**src/rtl/core/pefb_pkg.sv**
```systemverilog
// Shared constants, register codes and types for the photon event frame binner.
`default_nettype none

package pefb_pkg;

  // Field widths of the configuration registers and results.
  localparam int CX_W  = 10;
  localparam int SZ_W  = 9;
  localparam int RF_W  = 6;
  localparam int PS_W  = 16;
  localparam int FN_W  = 20;
  localparam int KT_W  = 32;
  localparam int PIX_W = 16;
  localparam int EVT_W = 32;

  // Largest binned image edge; sizes are saturated at this value rounded down to even.
  localparam int unsigned MAX_IMAGE = 256;

  // Default coordinate width of the event word.
  localparam int DEF_COORD_BITS = 10;

  // Configuration port geometry.
  localparam int ADDR_W = 5;
  localparam int DATA_W = 32;
  localparam int IDX_W  = 3;

  // Register indexes.
  localparam logic [IDX_W-1:0] REG_CENTER_X      = 3'd0;
  localparam logic [IDX_W-1:0] REG_CENTER_Y      = 3'd1;
  localparam logic [IDX_W-1:0] REG_OUT_WIDTH     = 3'd2;
  localparam logic [IDX_W-1:0] REG_OUT_HEIGHT    = 3'd3;
  localparam logic [IDX_W-1:0] REG_REDUCE_FACTOR = 3'd4;
  localparam logic [IDX_W-1:0] REG_PACK_SIZE     = 3'd5;

  // Reset values of the registers.
  localparam logic [CX_W-1:0] RST_CENTER = 10'd512;
  localparam logic [SZ_W-1:0] RST_SIZE   = 9'd256;
  localparam logic [RF_W-1:0] RST_REDUCE = 6'd4;
  localparam logic [PS_W-1:0] RST_PACK   = 16'd100;

  // Current register contents.
  typedef struct packed {
    logic [CX_W-1:0] center_x;
    logic [CX_W-1:0] center_y;
    logic [SZ_W-1:0] out_width;
    logic [SZ_W-1:0] out_height;
    logic [RF_W-1:0] reduce_factor;
    logic [PS_W-1:0] pack_size;
  } pefb_cfg_t;

  // Frame bookkeeping results for one photon.
  typedef struct packed {
    logic            a_done;
    logic            b_done;
    logic            b_restart;
    logic [FN_W-1:0] frame_number;
    logic [KT_W-1:0] photons_kept;
  } pefb_pack_t;

endpackage

`default_nettype wire

```
**src/rtl/core/pefb_regs.sv**
```systemverilog
// Configuration register file behind the APB-style port.
`default_nettype none

module pefb_regs (
  input  wire logic                       clk,
  input  wire logic                       rst_n,
  input  wire logic                       psel,
  input  wire logic                       penable,
  input  wire logic                       pwrite,
  input  wire logic [pefb_pkg::ADDR_W-1:0] paddr,
  input  wire logic [pefb_pkg::DATA_W-1:0] pwdata,
  output logic      [pefb_pkg::DATA_W-1:0] prdata,
  output logic                            pready,
  output pefb_pkg::pefb_cfg_t             cfg
);
  import pefb_pkg::*;

  pefb_cfg_t        cfg_r;
  logic [IDX_W-1:0] idx;
  logic             wr_en;

  assign idx    = paddr[ADDR_W-1:2];
  assign wr_en  = psel && penable && pwrite;
  assign pready = 1'b1;
  assign cfg    = cfg_r;

  // Register writes on the access cycle.
  always_ff @(posedge clk) begin
    if (!rst_n) begin
      cfg_r.center_x      <= RST_CENTER;
      cfg_r.center_y      <= RST_CENTER;
      cfg_r.out_width     <= RST_SIZE;
      cfg_r.out_height    <= RST_SIZE;
      cfg_r.reduce_factor <= RST_REDUCE;
      cfg_r.pack_size     <= RST_PACK;
    end else if (wr_en) begin
      case (idx)
        REG_CENTER_X:      cfg_r.center_x      <= pwdata[CX_W-1:0];
        REG_CENTER_Y:      cfg_r.center_y      <= pwdata[CX_W-1:0];
        REG_OUT_WIDTH:     cfg_r.out_width     <= pwdata[SZ_W-1:0];
        REG_OUT_HEIGHT:    cfg_r.out_height    <= pwdata[SZ_W-1:0];
        REG_REDUCE_FACTOR: cfg_r.reduce_factor <= pwdata[RF_W-1:0];
        REG_PACK_SIZE:     cfg_r.pack_size     <= pwdata[PS_W-1:0];
        default: ;
      endcase
    end
  end

  // Read-back mux.
  always_comb begin
    prdata = '0;
    case (idx)
      REG_CENTER_X:      prdata = DATA_W'(cfg_r.center_x);
      REG_CENTER_Y:      prdata = DATA_W'(cfg_r.center_y);
      REG_OUT_WIDTH:     prdata = DATA_W'(cfg_r.out_width);
      REG_OUT_HEIGHT:    prdata = DATA_W'(cfg_r.out_height);
      REG_REDUCE_FACTOR: prdata = DATA_W'(cfg_r.reduce_factor);
      REG_PACK_SIZE:     prdata = DATA_W'(cfg_r.pack_size);
      default:           prdata = '0;
    endcase
  end

endmodule

`default_nettype wire

```
**src/rtl/core/pefb_div.sv**
```systemverilog
// Shared restoring divider, two quotient bits per cycle, for the coordinate binning.
`default_nettype none

module pefb_div #(
  parameter int COORD_BITS = pefb_pkg::DEF_COORD_BITS
) (
  input  wire logic                       clk,
  input  wire logic                       rst_n,
  input  wire logic                       start,
  input  wire logic [COORD_BITS-1:0]      dividend,
  input  wire logic [pefb_pkg::RF_W-1:0]  divisor,
  output logic                            busy,
  output logic                            done,
  output logic      [COORD_BITS-1:0]      quotient
);
  import pefb_pkg::*;

  localparam int QW    = COORD_BITS + (COORD_BITS % 2);
  localparam int NSTEP = QW / 2;
  localparam int CW    = $clog2(NSTEP);
  localparam logic [CW-1:0] LAST = CW'(NSTEP - 1);

  logic [QW-1:0]   q_r, q_nxt;
  logic [RF_W-1:0] rem_r, rem_nxt;
  logic [CW-1:0]   cnt_r;
  logic            busy_r, done_r;

  // Two restoring steps: shift in the next dividend bit, subtract when it fits.
  always_comb begin
    logic [RF_W:0] trial;
    q_nxt   = q_r;
    rem_nxt = rem_r;
    for (int k = 0; k < 2; k++) begin
      trial = {rem_nxt, q_nxt[QW-1]};
      if (trial >= {1'b0, divisor}) begin
        rem_nxt = RF_W'(trial - {1'b0, divisor});
        q_nxt   = {q_nxt[QW-2:0], 1'b1};
      end else begin
        rem_nxt = trial[RF_W-1:0];
        q_nxt   = {q_nxt[QW-2:0], 1'b0};
      end
    end
  end

  // Step sequencing; done pulses for one cycle after the last step.
  always_ff @(posedge clk) begin
    if (!rst_n) begin
      busy_r <= 1'b0;
      done_r <= 1'b0;
      cnt_r  <= '0;
    end else begin
      done_r <= 1'b0;
      if (start) begin
        busy_r <= 1'b1;
        cnt_r  <= '0;
      end else if (busy_r) begin
        cnt_r <= cnt_r + 1'b1;
        if (cnt_r == LAST) begin
          busy_r <= 1'b0;
          done_r <= 1'b1;
        end
      end
    end
    if (start) begin
      q_r   <= QW'(dividend);
      rem_r <= '0;
    end else if (busy_r) begin
      q_r   <= q_nxt;
      rem_r <= rem_nxt;
    end
  end

  assign busy     = busy_r;
  assign done     = done_r;
  assign quotient = q_r[COORD_BITS-1:0];

endmodule

`default_nettype wire

```
**src/rtl/core/pefb_pack.sv**
```systemverilog
// Interleaved pack counters, frame numbering and kept-photon count.
`default_nettype none

module pefb_pack (
  input  wire logic                       clk,
  input  wire logic                       rst_n,
  input  wire logic                       step,
  input  wire logic                       kept,
  input  wire logic [pefb_pkg::PS_W-1:0]  pack_size,
  output pefb_pkg::pefb_pack_t            res
);
  import pefb_pkg::*;

  logic [PS_W-1:0] cnt_a_r, cnt_a_nxt;
  logic [PS_W-1:0] cnt_b_r, cnt_b_nxt;
  logic [FN_W-1:0] frames_r, frames_nxt;
  logic [KT_W-1:0] kept_r, kept_nxt;
  logic            any_r, any_nxt;

  // Checks run on every photon, kept or not.
  always_comb begin
    logic [PS_W-1:0] a1, b1;
    logic            adone, bdone, restart, any_a;
    a1       = kept ? cnt_a_r + 1'b1 : cnt_a_r;
    b1       = kept ? cnt_b_r + 1'b1 : cnt_b_r;
    kept_nxt = kept ? kept_r + 1'b1 : kept_r;
    adone    = (a1 == pack_size);
    cnt_a_nxt = adone ? '0 : a1;
    any_a    = any_r || adone;
    restart  = !any_a && (cnt_a_nxt == (pack_size >> 1));
    b1       = restart ? '0 : b1;
    bdone    = (b1 == pack_size);
    cnt_b_nxt = bdone ? '0 : b1;
    any_nxt  = any_a || bdone;
    frames_nxt = frames_r + FN_W'(adone) + FN_W'(bdone);

    res.a_done       = adone;
    res.b_done       = bdone;
    res.b_restart    = restart;
    res.frame_number = frames_r;
    res.photons_kept = kept_nxt;
  end

  // State update once per delivered photon.
  always_ff @(posedge clk) begin
    if (!rst_n) begin
      cnt_a_r  <= '0;
      cnt_b_r  <= '0;
      frames_r <= '0;
      kept_r   <= '0;
      any_r    <= 1'b0;
    end else if (step) begin
      cnt_a_r  <= cnt_a_nxt;
      cnt_b_r  <= cnt_b_nxt;
      frames_r <= frames_nxt;
      kept_r   <= kept_nxt;
      any_r    <= any_nxt;
    end
  end

  // The restart phase ends for good once a frame has completed.
  a_any_sticky: assert property (@(posedge clk) disable iff (!rst_n) any_r |=> any_r)
    else $error("frame-completed flag cleared");
  // A kept photon advances the running count by exactly one.
  a_kept_inc: assert property (@(posedge clk) disable iff (!rst_n)
    step && kept |=> kept_r == $past(kept_r) + 1'b1)
    else $error("kept count did not advance");
  // Counters hold between photons.
  a_hold: assert property (@(posedge clk) disable iff (!rst_n)
    !step |=> $stable(cnt_a_r) && $stable(cnt_b_r) && $stable(frames_r))
    else $error("pack state changed without a photon");

endmodule

`default_nettype wire

```
**src/rtl/core/photon_event_frame_binner_unit.sv**
```systemverilog
// Top level of the photon event frame binner: window test, binning sequencer and result register.
//
//   channel  | direction | handshake          | payload
//   in_      | request   | in_valid/in_stall  | in_event_word
//   out_     | result    | out_valid/out_stall| window flag, pixel index, frame flags, counts
//   config   | APB write | psel/penable/pwrite| paddr, pwdata, prdata, pready
//
// A photon inside the window runs through S_SPAN, S_WIN, S_DIVX, S_DIVY, S_MUL and S_OUT, the
// shared divider running the x and then the y division at two bits per cycle. A photon outside
// the window goes from S_WIN straight to S_OUT. in_stall is high while a photon is in work.
// The result register frees the core: a finished result may wait under out_stall while the
// next photon is taken, and only the hand-over into a still full result register waits.
// Reset is synchronous and clears the sequencer, the result valid flag and the frame counters.
`default_nettype none

module photon_event_frame_binner_unit #(
  parameter int COORD_BITS = pefb_pkg::DEF_COORD_BITS
) (
  input  wire logic                         clk,
  input  wire logic                         rst_n,
  input  wire logic                         in_valid,
  output logic                              in_stall,
  input  wire logic [pefb_pkg::EVT_W-1:0]   in_event_word,
  output logic                              out_valid,
  input  wire logic                         out_stall,
  output logic                              out_in_window,
  output logic      [pefb_pkg::PIX_W-1:0]   out_pixel_index,
  output logic                              out_frame_a_done,
  output logic                              out_frame_b_done,
  output logic                              out_frame_b_restart,
  output logic      [pefb_pkg::FN_W-1:0]    out_frame_number,
  output logic      [pefb_pkg::KT_W-1:0]    out_photons_kept,
  input  wire logic                         psel,
  input  wire logic                         penable,
  input  wire logic                         pwrite,
  input  wire logic [pefb_pkg::ADDR_W-1:0]  paddr,
  input  wire logic [pefb_pkg::DATA_W-1:0]  pwdata,
  output logic      [pefb_pkg::DATA_W-1:0]  prdata,
  output logic                              pready
);
  import pefb_pkg::*;

  localparam int SPAN_W = SZ_W + RF_W;
  localparam int XW     = SPAN_W + 2;
  localparam int PRODW  = COORD_BITS + SZ_W;
  localparam int unsigned LIM = MAX_IMAGE & ~32'd1;

  typedef enum logic [2:0] {
    S_IDLE, S_SPAN, S_WIN, S_DIVX, S_DIVY, S_MUL, S_OUT
  } state_t;

  // Even size saturated at the image limit.
  function automatic logic [SZ_W-1:0] eff_size(input logic [SZ_W-1:0] v);
    logic [SZ_W-1:0] e;
    e = {v[SZ_W-1:1], 1'b0};
    return (32'(e) > LIM) ? SZ_W'(LIM) : e;
  endfunction

  pefb_cfg_t  cfg;
  pefb_pack_t pack_res;

  state_t                  state_r, state_nxt;
  logic [COORD_BITS-1:0]   x_r, x_nxt, y_r, y_nxt;
  logic [SPAN_W-1:0]       spanx_r, spanx_nxt, spany_r, spany_nxt;
  logic                    inw_r, inw_nxt;
  logic [COORD_BITS-1:0]   dy_r, dy_nxt, bx_r, bx_nxt, by_r, by_nxt;
  logic [PIX_W-1:0]        prod_r, prod_nxt;
  logic                    out_valid_r, out_valid_nxt;
  logic                    out_inw_r, out_inw_nxt;
  logic [PIX_W-1:0]        out_pix_r, out_pix_nxt;
  pefb_pack_t              out_res_r, out_res_nxt;

  logic [EVT_W-1:0]        swapped;
  logic [SZ_W-1:0]         nx, ny;
  logic [RF_W-1:0]         r;
  logic [XW-1:0]           xs_raw, ys_raw, xs, ys, xe, ye, x_e, y_e, dx_full, dy_full;
  logic                    inw;
  logic [PRODW-1:0]        prod_full;
  logic                    div_start, div_busy, div_done;
  logic [COORD_BITS-1:0]   div_dividend, div_quot;
  logic                    pack_step;

  pefb_regs u_regs (
    .clk(clk), .rst_n(rst_n), .psel(psel), .penable(penable), .pwrite(pwrite),
    .paddr(paddr), .pwdata(pwdata), .prdata(prdata), .pready(pready), .cfg(cfg)
  );

  pefb_div #(.COORD_BITS(COORD_BITS)) u_div (
    .clk(clk), .rst_n(rst_n), .start(div_start), .dividend(div_dividend),
    .divisor(r), .busy(div_busy), .done(div_done), .quotient(div_quot)
  );

  pefb_pack u_pack (
    .clk(clk), .rst_n(rst_n), .step(pack_step), .kept(inw_r),
    .pack_size(cfg.pack_size), .res(pack_res)
  );

  // Effective geometry from the registers.
  assign nx = eff_size(cfg.out_width);
  assign ny = eff_size(cfg.out_height);
  assign r  = (cfg.reduce_factor == '0) ? RF_W'(1) : cfg.reduce_factor;

  // File byte order is reversed before the coordinate fields are taken.
  assign swapped = {in_event_word[7:0], in_event_word[15:8],
                    in_event_word[23:16], in_event_word[31:24]};

  // Window start, clamped at zero, and the bounds test.
  always_comb begin
    xs_raw  = XW'(cfg.center_x) - XW'(spanx_r[SPAN_W-1:1]);
    ys_raw  = XW'(cfg.center_y) - XW'(spany_r[SPAN_W-1:1]);
    xs      = xs_raw[XW-1] ? '0 : xs_raw;
    ys      = ys_raw[XW-1] ? '0 : ys_raw;
    xe      = xs + XW'(spanx_r);
    ye      = ys + XW'(spany_r);
    x_e     = XW'(x_r);
    y_e     = XW'(y_r);
    inw     = (x_e >= xs) && (x_e < xe) && (y_e >= ys) && (y_e < ye);
    dx_full = x_e - xs;
    dy_full = y_e - ys;
  end

  assign prod_full = PRODW'(by_r) * PRODW'(nx);
  assign in_stall  = (state_r != S_IDLE);

  // Sequencer and result register next values.
  always_comb begin
    state_nxt     = state_r;
    x_nxt         = x_r;
    y_nxt         = y_r;
    spanx_nxt     = spanx_r;
    spany_nxt     = spany_r;
    inw_nxt       = inw_r;
    dy_nxt        = dy_r;
    bx_nxt        = bx_r;
    by_nxt        = by_r;
    prod_nxt      = prod_r;
    out_inw_nxt   = out_inw_r;
    out_pix_nxt   = out_pix_r;
    out_res_nxt   = out_res_r;
    out_valid_nxt = out_valid_r && out_stall;
    div_start     = 1'b0;
    div_dividend  = dy_r;
    pack_step     = 1'b0;
    case (state_r)
      S_IDLE: begin
        if (in_valid) begin
          x_nxt     = swapped[COORD_BITS-1:0];
          y_nxt     = swapped[2*COORD_BITS-1:COORD_BITS];
          state_nxt = S_SPAN;
        end
      end
      S_SPAN: begin
        spanx_nxt = SPAN_W'(nx) * SPAN_W'(r);
        spany_nxt = SPAN_W'(ny) * SPAN_W'(r);
        state_nxt = S_WIN;
      end
      S_WIN: begin
        inw_nxt  = inw;
        dy_nxt   = dy_full[COORD_BITS-1:0];
        bx_nxt   = '0;
        prod_nxt = '0;
        if (inw) begin
          div_start    = 1'b1;
          div_dividend = dx_full[COORD_BITS-1:0];
          state_nxt    = S_DIVX;
        end else begin
          state_nxt = S_OUT;
        end
      end
      S_DIVX: begin
        if (div_done) begin
          bx_nxt    = div_quot;
          div_start = 1'b1;
          state_nxt = S_DIVY;
        end
      end
      S_DIVY: begin
        if (div_done) begin
          by_nxt    = div_quot;
          state_nxt = S_MUL;
        end
      end
      S_MUL: begin
        prod_nxt  = prod_full[PIX_W-1:0];
        state_nxt = S_OUT;
      end
      S_OUT: begin
        if (!out_valid_r || !out_stall) begin
          pack_step     = 1'b1;
          out_valid_nxt = 1'b1;
          out_inw_nxt   = inw_r;
          out_pix_nxt   = inw_r ? PIX_W'(bx_r) + prod_r : '0;
          out_res_nxt   = pack_res;
          state_nxt     = S_IDLE;
        end
      end
      default: state_nxt = S_IDLE;
    endcase
  end

  // State, control and payload registers.
  always_ff @(posedge clk) begin
    if (!rst_n) begin
      state_r     <= S_IDLE;
      out_valid_r <= 1'b0;
    end else begin
      state_r     <= state_nxt;
      out_valid_r <= out_valid_nxt;
    end
    x_r       <= x_nxt;
    y_r       <= y_nxt;
    spanx_r   <= spanx_nxt;
    spany_r   <= spany_nxt;
    inw_r     <= inw_nxt;
    dy_r      <= dy_nxt;
    bx_r      <= bx_nxt;
    by_r      <= by_nxt;
    prod_r    <= prod_nxt;
    out_inw_r <= out_inw_nxt;
    out_pix_r <= out_pix_nxt;
    out_res_r <= out_res_nxt;
  end

  assign out_valid           = out_valid_r;
  assign out_in_window       = out_inw_r;
  assign out_pixel_index     = out_pix_r;
  assign out_frame_a_done    = out_res_r.a_done;
  assign out_frame_b_done    = out_res_r.b_done;
  assign out_frame_b_restart = out_res_r.b_restart;
  assign out_frame_number    = out_res_r.frame_number;
  assign out_photons_kept    = out_res_r.photons_kept;

  // A photon outside the window always reports pixel zero.
  a_pix_zero: assert property (@(posedge clk) disable iff (!rst_n)
    out_valid |-> (out_in_window || out_pixel_index == '0))
    else $error("nonzero pixel index outside window");
  // The divider is never restarted while it is still stepping.
  a_div_start: assert property (@(posedge clk) disable iff (!rst_n)
    div_start |-> !div_busy)
    else $error("divider restarted while busy");
  // Divider completions only arrive while a division is awaited.
  a_div_done: assert property (@(posedge clk) disable iff (!rst_n)
    div_done |-> (state_r == S_DIVX || state_r == S_DIVY))
    else $error("divider finished outside a division state");
  // A restart of stream B never coincides with a stream A completion.
  a_restart: assert property (@(posedge clk) disable iff (!rst_n)
    out_valid && out_frame_b_restart |-> !out_frame_a_done)
    else $error("restart reported together with a frame completion");

endmodule

`default_nettype wire

```
**config.mk**
```make
export PLATFORM = sky130hd
export DESIGN_NAME = photon_event_frame_binner_unit
export DESIGN_NICKNAME = d
export VERILOG_FILES = /design/src/rtl/core/pefb_pkg.sv /design/src/rtl/core/pefb_regs.sv /design/src/rtl/core/pefb_div.sv /design/src/rtl/core/pefb_pack.sv /design/src/rtl/core/photon_event_frame_binner_unit.sv
export SDC_FILE = /design/constraint.sdc
export NUM_CORES = 1
export LEC_CHECK = 0
export BUFFER_PORTS_ARGS = -buffer_cell sky130_fd_sc_hd__buf_2
export CAP_MARGIN = 20
export CELL_PAD_IN_SITES_DETAIL_PLACEMENT = 0
export CELL_PAD_IN_SITES_GLOBAL_PLACEMENT = 2
export CORE_MARGIN = 1
export CORE_UTILIZATION = 35
export CTS_CLUSTER_DIAMETER = 50
export CTS_CLUSTER_SIZE = 30
export DETAILED_ROUTE_END_ITERATION = 7
export GPL_TIMING_DRIVEN = 0
export HOLD_SLACK_MARGIN = 0.08
export PLACE_DENSITY = 0.85
export SYNTH_ARGS = -nofsm -noshare
export SYNTH_HDL_FRONTEND = slang
export SYNTH_SLANG_ARGS = --single-unit
```
**constraint.sdc**
```tcl
create_clock -name clk -period 6.6 [get_ports clk]
set_clock_uncertainty 0.05 [all_clocks]
set_input_delay 0.33 -clock clk [delete_from_list [all_inputs] [get_ports clk]]
set_output_delay 0.33 -clock clk [all_outputs]
set_load 0.005 [all_outputs]
```
# Word level (Yosys, flattened, before mapping)
# Index checks and enable logic that the tools add are counted.
dict set report totals {
  register_bits 339
  output_inout_bits 107
  wordCells 154
  input_bits 76
}
dict set report op_classes {
  n_bitwise 2
  reduce_logical 33
  mux 40
  multipliers 3
  add_sub_neg 15
  n_eq_ne 19
  order_cmp 8
}
# cell count
set op_table {}
lappend op_table {{$mux W16} 7}
lappend op_table {{$pmux W16 S6} 1}
lappend op_table {{$mux W10} 5}
lappend op_table {{$add A20 B1 Y20} 2}
lappend op_table {{$add A16 B15 Y17} 2}
lappend op_table {{$lt A10 B17 Y1} 2}
lappend op_table {{$add A16 B1 Y16 const B} 2}
lappend op_table {{$add A32 B1 Y32 const B} 1}
lappend op_table {{$eq A16 B16 Y1} 2}
lappend op_table {{$ge A10 B16 Y1} 2}
lappend op_table {{$mux W32} 1}
lappend op_table {{$pmux W16 S2} 1}
lappend op_table {{$mul A9 B6 Y15} 2}
lappend op_table {{$sub A10 B14 Y15} 2}
lappend op_table {{$pmux W3 S7} 1}
lappend op_table {{$pmux W10 S2} 1}
lappend op_table {{$reduce_and A2 Y1} 10}
lappend op_table {{$sub A10 B10 Y10} 2}
lappend op_table {{$eq A3 B3 Y1 const B} 6}
lappend op_table {{$gt A9 B9 Y1 const B} 2}
lappend op_table {{$mux W6} 3}
lappend op_table {{$mux W9} 2}
lappend op_table {{$add A10 B16 Y16} 1}
lappend op_table {{$eq A16 B15 Y1} 1}
lappend op_table {{22 further kinds} 59}

# Logic depth before layout (Yosys ltp)
# Gate-level depths: netlist of the first run.
dict set report logic_depth {
  word_depth 10
  ltp_mapped 34
  depth_no_buf 32
}

# Modules after synthesis
# From an unflattened synthesis of the first run, not the netlist that was laid out.
dict set report unflattened {
  hier_cells 2684
  hier_area_um2 25335.5
}
# mod instances seq_area_each_um2 cells_each area_each_um2
set by_module_without_submodules {}
lappend by_module_without_submodules {photon_event_frame_binner_unit 1 5064.9 1465 14836.7}
lappend by_module_without_submodules {pefb_pack 1 1701.6 754 6042.0}
lappend by_module_without_submodules {pefb_regs 1 1201.2 311 2939.1}
lappend by_module_without_submodules {pefb_div 1 520.5 154 1517.7}

# Worst setup path after synthesis of the first run
# No wires, ideal clock.
dict set report synth_timing {
  path_type {register to register}
  start {register u_regs.cfg_r (netlist bit u_regs.cfg[40])}
  end {register u_div.q_r[1] (netlist: u_div.quotient[1]), data pin}
  t_arrival_ns 5.918
  required_ns 6.269
  period_less_slack_ns 6.249
  path_buffers 2
  slack_ns 0.351
  stages_incl_launch_ff 35
  setup_ns 0.281
  cell_sequence {dfxtp_1 -> inv_1 -> ha_1 -> inv_1 -> fa_1 -> a21o_1 -> a21oi_1 -> o21bai_1 -> a21oi_1 -> nor2b_1 -> o21a_1 -> o21ai_0 -> a21boi_0 -> o21a_1 -> clkbuf_1 -> nand2_1 -> inv_1 -> ha_1 -> fa_1 -> a21oi_1 -> nor2_1 -> nor2_1 -> o21bai_1 -> a21o_1 -> a21o_1 -> a21oi_1 -> xor2_1 -> ha_1 -> a21oi_1 -> nand2b_1 -> o2111ai_1 -> nand3_1 -> o21ai_0 -> clkbuf_1 -> o221ai_1}
}
dict set report synth_via {
  elab_chain_len 8
  elab_cells_between_ends 12
  classes_between {2 x add/sub; 2 x order compare; 6 x mux; 2 x reduce/logical}
}
# item line_no
set synth_lines {}
lappend synth_lines {{start, declared} pefb_regs.sv:18} ;# pefb_cfg_t cfg_r;
lappend synth_lines {{$sub A10 B14 Y15 *} photon_event_frame_binner_unit.sv:110} ;# ys_raw = XW'(cfg.center_y) - XW'(spany_r[SPAN_W-1:1]);
lappend synth_lines {{$mux W16 *} photon_event_frame_binner_unit.sv:112} ;# ys = ys_raw[XW-1] ? '0 : ys_raw;
lappend synth_lines {{$add A16 B15 Y17 / $ge A10 B16 Y1 (equally long branches)} {photon_event_frame_binner_unit.sv:114, photon_event_frame_binner_unit.sv:117}}
lappend synth_lines {{$lt A10 B17 Y1 / $logic_and A1 B1 Y1 (equally long branches)} photon_event_frame_binner_unit.sv:117} ;# inw = (x_e >= xs) && (x_e < xe) && (y_e >= ys) && (y_e < ye);
lappend synth_lines {{$logic_and A1 B1 Y1 *} photon_event_frame_binner_unit.sv:117}
lappend synth_lines {{$mux W1 / $mux W10 (equally long branches)} photon_event_frame_binner_unit.sv:162} ;# if (inw) begin
lappend synth_lines {{$pmux W1 S2 / $mux W10 (equally long branches)} photon_event_frame_binner_unit.sv:144} ;# case (state_r)
lappend synth_lines {{$mux W10 *} pefb_div.sv:64} ;# if (start) begin
lappend synth_lines {{end signal, assigned} pefb_div.sv:65} ;# q_r <= QW'(dividend);
lappend synth_lines {{end signal, assigned} pefb_div.sv:68} ;# q_r <= q_nxt;
lappend synth_lines {{end, declared} pefb_div.sv:23} ;# logic [QW-1:0] q_r, q_nxt;
# Every way passes the cells marked *; elsewhere a longest branch is shown, timed or not.
# A chain may end at the register's enable or synchronous reset.

# Worst setup path in the final report of the first run
dict set report layout_timing {
  start {register spany_r[1]}
  end {register u_div.q_r[0] (netlist: u_div.quotient[0]), data pin}
}
dict set report layout_via {
  elab_chain_len 8
  elab_cells_between_ends 12
  classes_between {2 x add/sub; 2 x order compare; 6 x mux; 2 x reduce/logical}
}
# item line_no
set layout_lines {}
lappend layout_lines {{start, declared} photon_event_frame_binner_unit.sv:64} ;# logic [SPAN_W-1:0] spanx_r, spanx_nxt, spany_r, spany_nxt;
lappend layout_lines {{start signal, assigned} photon_event_frame_binner_unit.sv:213} ;# spany_r <= spany_nxt;
lappend layout_lines {{$sub A10 B14 Y15} photon_event_frame_binner_unit.sv:110}
lappend layout_lines {{$mux W16} photon_event_frame_binner_unit.sv:112}
lappend layout_lines {{$add A16 B15 Y17 / $ge A10 B16 Y1 (equally long branches)} {photon_event_frame_binner_unit.sv:114, photon_event_frame_binner_unit.sv:117}}
lappend layout_lines {{$lt A10 B17 Y1 / $logic_and A1 B1 Y1 (equally long branches)} photon_event_frame_binner_unit.sv:117}
lappend layout_lines {{$logic_and A1 B1 Y1 *} photon_event_frame_binner_unit.sv:117}
lappend layout_lines {{$mux W1 / $mux W10 (equally long branches)} photon_event_frame_binner_unit.sv:162}
lappend layout_lines {{$pmux W1 S2 / $mux W10 (equally long branches)} photon_event_frame_binner_unit.sv:144}
lappend layout_lines {{$mux W10 *} pefb_div.sv:64}
# Marked as above.

==> results of run 1 <==
==> worst reg2reg max path: cells and delay by family (launching register included) <==
| kind | cells | cell delay (ns) |
|---|---|---|
| compound gates | 17 | 2.89 |
| xor+xnor | 1 | 0.16 |
| flops | 1 | 0.40 |
| buf+inv | 4 | 0.44 |
| simple gates | 6 | 0.59 |
| fa+ha+maj | 5 | 1.40 |
==> report_power, final <==
part	switching, mW	internal (mW)	total [mW]
registers	0.149	2.48	2.63
logic	1.02	0.674	1.69
clock network	1.22	1.48	2.71
total	2.39	4.64	7.03
==> area by class of cell <==
cell class / instances / share of cell area (%)
flip-flops and latches: 336 / 30.07
repair buffers: 182 / 4.139
inverters: 253 / 3.363
multi-input cells: 1884 / 50.12
well taps: 873 / 3.869
clock buffers: 50 / 4.356
plain buffers: 138 / 2.260
clock inverters: 37 / 1.821
==> cells in the mapped netlist (all sizes together) (23+ instances only) <==
master    n
a21o     31
inv     252
nor2    181
xor2    110
ha      187
or3      23
buf      43
mux2i    42
fa      107
and3     28
nor3     40
o21ai    82
edfxtp  176
and2    103
a21oi   139
nand2   314
o21a     24
nor2b    43
clkbuf   98
nand4    29
xnor2   118
dfxtp   160
nand3    60
==> path summary, 6_finish.rpt <==
check | slack [ns] | end | start
max | 0.39 | u_div.quotient[0] | spany_r[1]
min | 0.19 | u_div.done | rst_n
max reg2reg | 0.39 | u_div.quotient[0] | spany_r[1]
min reg2reg | 0.43 | out_frame_number[10] | u_pack.frames_r[10]
==> registers in the layout, indices dropped and copies added, names as in the netlist, 3 cells and up <==
signal            cells
u_div.rem_r           6
by_r                 10
y_r                  10
spanx_r              14
out_frame_number     20
u_div.quotient       10
u_regs.cfg           60
x_r                  10
state_r               3
u_pack.kept_r        32
bx_r                 10
dy_r                 10
u_pack.frames_r      20
out_pixel_index      16
spany_r              14
prod_r               15
u_div.cnt_r           3
u_pack.cnt_b_r       16
out_photons_kept     32
u_pack.cnt_a_r       16
==> per-stage QoR <==
stage,TNS [ns],util [%],cells,worst slack (ns)
floorplan,0,-,2612,0.3509
global placement,-25.76,38.26,3617,-1.281
detailed placement,-28.18,38.41,3624,-1.346
CTS,-0.5365,41.66,3748,-0.05053
global route,0,41.82,3753,0.009342
finish,0,41.82,3753,0.3919
==> timing repair <==
action	4_1_cts	5_1_grt
gates cloned	0	2
pin swaps	2	10
resized for setup	14	31
setup buffers	2	4
endpoints found under the setup margin	34	35
endpoints found under the hold margin	73	0
hold buffers	37	0
==> layer usage <==
metal  routed length, µm  part of all wire [%]  global-route usage (%)
met2               31920                    48                   32.49
met1               28820                    44                   23.87
met4                2351                   3.6                   7.024
met5                   0                     0                       0
met3                2915                   4.4                   2.899
==> logic make-up after synthesis <==
kind of cell / Yosys count
muxes: 53
and+or+nand+nor: 892
buffers and inverters: 394
adders and majority gates: 294
DFF: 336
other: 2
AOI/OAI and AO/OA: 390
xor gates and xnor gates: 232
==> results.md, run 1 <==
- Share of layout cells above drive strength 1: 11.39%
- Seq/Total Area, Yosys: 35.36%
- CP Depth: 33
- Critical-path top delay cell: edfxtp_1
- Endpoint class of the critical path: flip-flop
- Drt drc: 0
- Total CTS buffers: 47
- Detailed Route WL: 66,010 µm
- Post-Synth XOR/XNOR Area: 8.700%
- Hold slack final: 0.1884 ns
- Clock root cell: clkbuf_16
- PortBufs: 132
- Largest net degree at the start of global routing: 65
- Yosys top cell by area: edfxtp_1
- Fmax: 161.1 MHz
- CP Data Arrival Time: 6.45 ns
- Largest family of logic cells by synthesized area: adder cells
- Placed Instance Area: 0.02593 mm²
- CP top delay family: compound AO/OA/AOI/OAI gates
- Ys async rst share: 0%
- Final HPWL DP: 51,640 µm
- Routed Antenna Nets: 0
- Complex-gate fraction of the synthesized area: 10.18%
- Antenna violations before repair: 0
- Ys Warns: 0
- First-pass GRT wire length: 103,600 µm
- Global route total overflow: 0
- Cell row count: 95
- DIE WIDTH: 263.9 µm
- Startpoint types: flip-flop
- DR iter-0 viols: 1,216
- MaxCap Viol Count: 0
- Syn Area/Cell: 9.257 µm²
- NumNets Final: 3,212
- Outcome: completed
- Crit path largest cell delay: 0.40 ns
- Post-Syn Area: 0.02400 mm²
- Cell area after layout: 0.02823 mm²
- GRT Total Usage: 18.91%
- Wire per inst: 17.59 µm
- Hold path depth: 3
- Slew headroom: 36.35%
- Number of global-route vias before repair: 18.63k
- Yosys cell types: 82
- Syn-to-layout area delta: 17.62%
- CP dominant cell by count: a21oi_2
- Flops & latches, synth: 336
- CP max FO: 6
- Commonest non-fill, non-tap cell in the layout: nand2_1
- First drt pass iteration count: 5
- Max rail drop VDD: 0.0001730 V
- Largest cells by area after synthesis: edfxtp_1 (22%), dfxtp_1 (13%), ha_1 (9.7%), fa_1 (8.9%), nand2_1 (4.9%)
- Chip height: 263.9 µm
- Post-synth EDFFs: 176
- Vias per cell: 5.032
- Post-Synth Simple-Gate Area: 18.07%
- CTS H-tree depth: 2
- Commonest non-fill, non-tap cells in the layout: nand2_1 (312), inv_1 (251), ha_1 (187)
- TritonCTS Sinks: 336
- Leakage: 12.25 nW
- I/O pins: 183
- Setup Crit Path Kind: flip-flop to flip-flop
- Ys flop type: edfxtp_1
- Fillers: 6,682
- Reg area: 0.008489 mm²
- Least-Margin Pin Slew: 0.9512 ns
- Pwr/cell area: 248.9 mW/mm²
- Adder-cell share of the synthesized area: 18.67%
- Max Root-Sink Buffers: 3
- Bufs and invs on worst path: 4
- Fin. max-slew vios: 0
- R2r worst-path depth: 33
- Mux contribution to synthesized area: 2.408%
- Tot Pwr: 7.027 mW
- CTS tree: yes
- Inserted Diodes: 0
- Worst Hold Class: input pin to flip-flop
- Die area: 0.06964 mm²
- Multi-input logic area: 0.01415 mm²
- Final setup violation count: 0
- Unrepaired setup endpoints after global routing: no
- Core area: 0.06751 mm²
- Gpl congestion: 0.9155
- Tmin final: 6.208 ns
- Routed via count: 18.89k
- Synthesized instance count: 2,593
- Required @ worst endpoint: 6.84 ns
- Clk pin slew, worst setup/hold paths: 0.07 ns
- Final Hold Vio Count: 0
- Yosys top cell area share: 22.02%
- Initial core utilization: 35.55%
- Crit share post-route: 94.06%
- Clock Latency Late Sink: 0.60 ns
No activity file was read; power rests on OpenSTA's default activity.
==> run 2, diff against run 1 <==
GPL_TIMING_DRIVEN = 1   (was 0)
SLEW_MARGIN = 25   (was unset)
==> run 2 against run 1 <==
  * Critical endpoint is now u_div.quotient[2]
  * Clock-buffer cell count shrank 2
  * Critical path type unchanged
  * Global-route usage decreased by 1.2 points
  * Wire length down 7.1%
  * Final area decreased by 2.2%
==> results.md, run 2 (same netlist as run 1, synthesis figures left out) <==
- DIE WIDTH: 263.9 µm (unchanged)
- Setup Crit Path Kind: flip-flop to flip-flop (unchanged)
- Detailed Route WL: 61,350 µm (was 66,010 µm)
- Cell area after layout: 0.02762 mm² (was 0.02823 mm²)
- Reg2reg start: u_regs.cfg[50] (was spany_r[1])
- DR iter-0 viols: 1,007 (was 1,216)
- Crit share post-route: 93.65% (was 94.06%)
- Clock root cell: clkbuf_16 (unchanged)
- Syn-to-layout area delta: 15.04% (was 17.62%)
- Multi-input logic area: 0.01408 mm² (was 0.01415 mm²)
- Core area: 0.06751 mm² (unchanged)
- CP Launch Point: u_regs.cfg[50] (was spany_r[1])
- Startpoint types: flip-flop (unchanged)
- Final WS setup: 0.4192 ns (was 0.3919 ns)
- Fin. max-slew vios: 0 (unchanged)
- Clock Latency Late Sink: 0.59 ns (was 0.60 ns)
- CTS H-tree depth: 2 (unchanged)
- Critical-path top delay cell: fa_1 (was edfxtp_1)
- Placed Instance Area: 0.02551 mm² (was 0.02593 mm²)
- TritonCTS Sinks: 336 (unchanged)
- Drt drc: 0 (unchanged)
- Chip height: 263.9 µm (unchanged)
- Max Root-Sink Buffers: 3 (unchanged)
- Die area: 0.06964 mm² (unchanged)
- Gpl congestion: 0.8875 (was 0.9155)
- Pwr/cell area: 248.9 mW/mm² (about the same)
- I/O pins: 183 (unchanged)
- First-pass GRT wire length: 98,680 µm (was 103,600 µm)
- Total CTS buffers: 45 (was 47)
- CP Data Arrival Time: 6.42 ns (was 6.45 ns)
- GRT Total Usage: 17.70% (was 18.91%)
- Antenna violations before repair: 1 (was 0)
- Routed via count: 18.24k (was 18.89k)
- Vias per cell: 5.009 (was 5.032)
- Cell row count: 95 (unchanged)
- Leakage: 12.01 nW (was 12.25 nW)
- CP top delay family: compound AO/OA/AOI/OAI gates (unchanged)
- Slew headroom: 32.93% (was 36.35%)
- CP dominant cell by count: o21a_1 (was a21oi_2)
- Wire per inst: 16.85 µm (was 17.59 µm)
- Commonest non-fill, non-tap cells in the layout: nand2_1 (313), inv_1 (249), ha_1 (187) (was nand2_1 (312), inv_1 (251), ha_1 (187))
- Tmin final: 6.181 ns (was 6.208 ns)
- Endpoint class of the critical path: flip-flop (unchanged)
- Routed Antenna Nets: 0 (unchanged)
- Max rail drop VDD: 0.0001656 V (was 0.0001730 V)
- Required @ worst endpoint: 6.83 ns (was 6.84 ns)
- Largest net degree at the start of global routing: 90 (was 65)
- Final setup violation count: 0 (unchanged)
- Global route total overflow: 0 (unchanged)
- Worst Hold Class: input pin to flip-flop (unchanged)
- Unrepaired setup endpoints after global routing: no (unchanged)
- Max reg flops: 60 (unchanged)
- Fillers: 6,674 (was 6,682)
- Hold slack final: 0.1362 ns (was 0.1884 ns)
- Bufs and invs on worst path: 4 (unchanged)
- Fin Setup TNS: 0 ns (unchanged)
- Share of layout cells above drive strength 1: 11.14% (was 11.39%)
- Final Hold Vio Count: 0 (unchanged)
- NumNets Final: 3,099 (was 3,212)
- Outcome: completed (unchanged)
- Initial core utilization: 35.55% (unchanged)
- Clk pin slew, worst setup/hold paths: 0.07 ns (about the same)
- DP Cell Count: 3,516 (was 3,624)
- Hold Crit Start: rst_n (unchanged)
- CP max FO: 5 (was 6)
- Final HPWL DP: 46,390 µm (was 51,640 µm)
- CTS tree: yes (unchanged)
- Fmax: 161.8 MHz (was 161.1 MHz)
- Number of global-route vias before repair: 18.28k (was 18.63k)
- MaxCap Viol Count: 0 (unchanged)
- PortBufs: 135 (was 132)
- Commonest non-fill, non-tap cell in the layout: nand2_1 (unchanged)
- Crit path largest cell delay: 0.43 ns (was 0.40 ns)
- Least-Margin Pin Slew: 1.006 ns (was 0.9512 ns)
- Dpl ws: 0.0001665 ns (was -1.346 ns)
- First drt pass iteration count: 5 (unchanged)
- Finished Layout Cells: 3,641 (was 3,753)
- Reg area: 0.008489 mm² (unchanged)
## run 2: changes by cell type in the layout (fill, tap and decap cells not counted), sizes merged
cell | before | now
buf | 189 | 173
diode | 0 | 2
clkinv | 18 | 14
clkbuf | 144 | 48
inv | 271 | 274
o21a | 25 | 24
bufinv | 0 | 1
clkinvlp | 1 | 0
## run 2: power by group
part           switching (mW)  internal [mW]  leakage, nW
combinational           0.940          0.650         8.19
sequential              0.179           2.48         3.01
clock                    1.18           1.44        0.806
## run 2: worst register-to-register path, delay by kind of cell, from the launching register on
family | cells | cell delay, ns
buffers and inverters | 4 | 0.40
and+or+nand+nor | 3 | 0.41
adders and majority gates | 5 | 1.48
AOI/OAI and AO/OA | 16 | 3.14
DFF | 1 | 0.40
## run 2: timing repair
item / 4_1_cts / 5_1_grt
pin swaps: 0 / 1
gates cloned: 0 / 1
endpoints found under the hold margin: 73 / 0
setup buffers: 0 / 1
hold buffers: 37 / 0
resized for setup: 1 / 14
setup endpoints to repair: 10 / 34
## run 2: worst paths after layout
kind                     endpoint  slack [ns]  cells past startpoint
min                u_regs.cfg[39]        0.14                      2
min reg2reg  out_frame_number[19]        0.41                      0
max             u_div.quotient[2]        0.42                     28
max reg2reg     u_div.quotient[2]        0.42                     28
## run 2: cell type report
type / count / area share, %
Timing Repair Buffer: 210 / 4.834
Tap cell: 873 / 3.955
Clock inverter: 36 / 1.776
Clock buffer: 48 / 4.232
Antenna cell: 2 / 0.01812
Multi-Input combinational cell: 1883 / 50.99
Sequential cell: 336 / 30.74
Inverter: 253 / 3.457
## run 2: metal layers
| metal | GRT usage [%] | up-vias | wire length, µm |
|---|---|---|---|
| met5 | 0 | - | 0 |
| met4 | 7.150 | 0 | 2388 |
| met3 | 2.228 | 120 | 2073 |
| met2 | 30.16 | 327 | 29540 |
| met1 | 22.63 | 8802 | 27340 |
| li1 | - | 8987 | - |
## run 2: metrics by stage
stage                     power (mW)  utilization, %
final                          6.873           40.90
after detailed placement       4.266           37.79
after floorplan                3.766               -
after CTS                      6.944           40.79
after global routing           7.242           40.90
after global placement         4.228           37.79
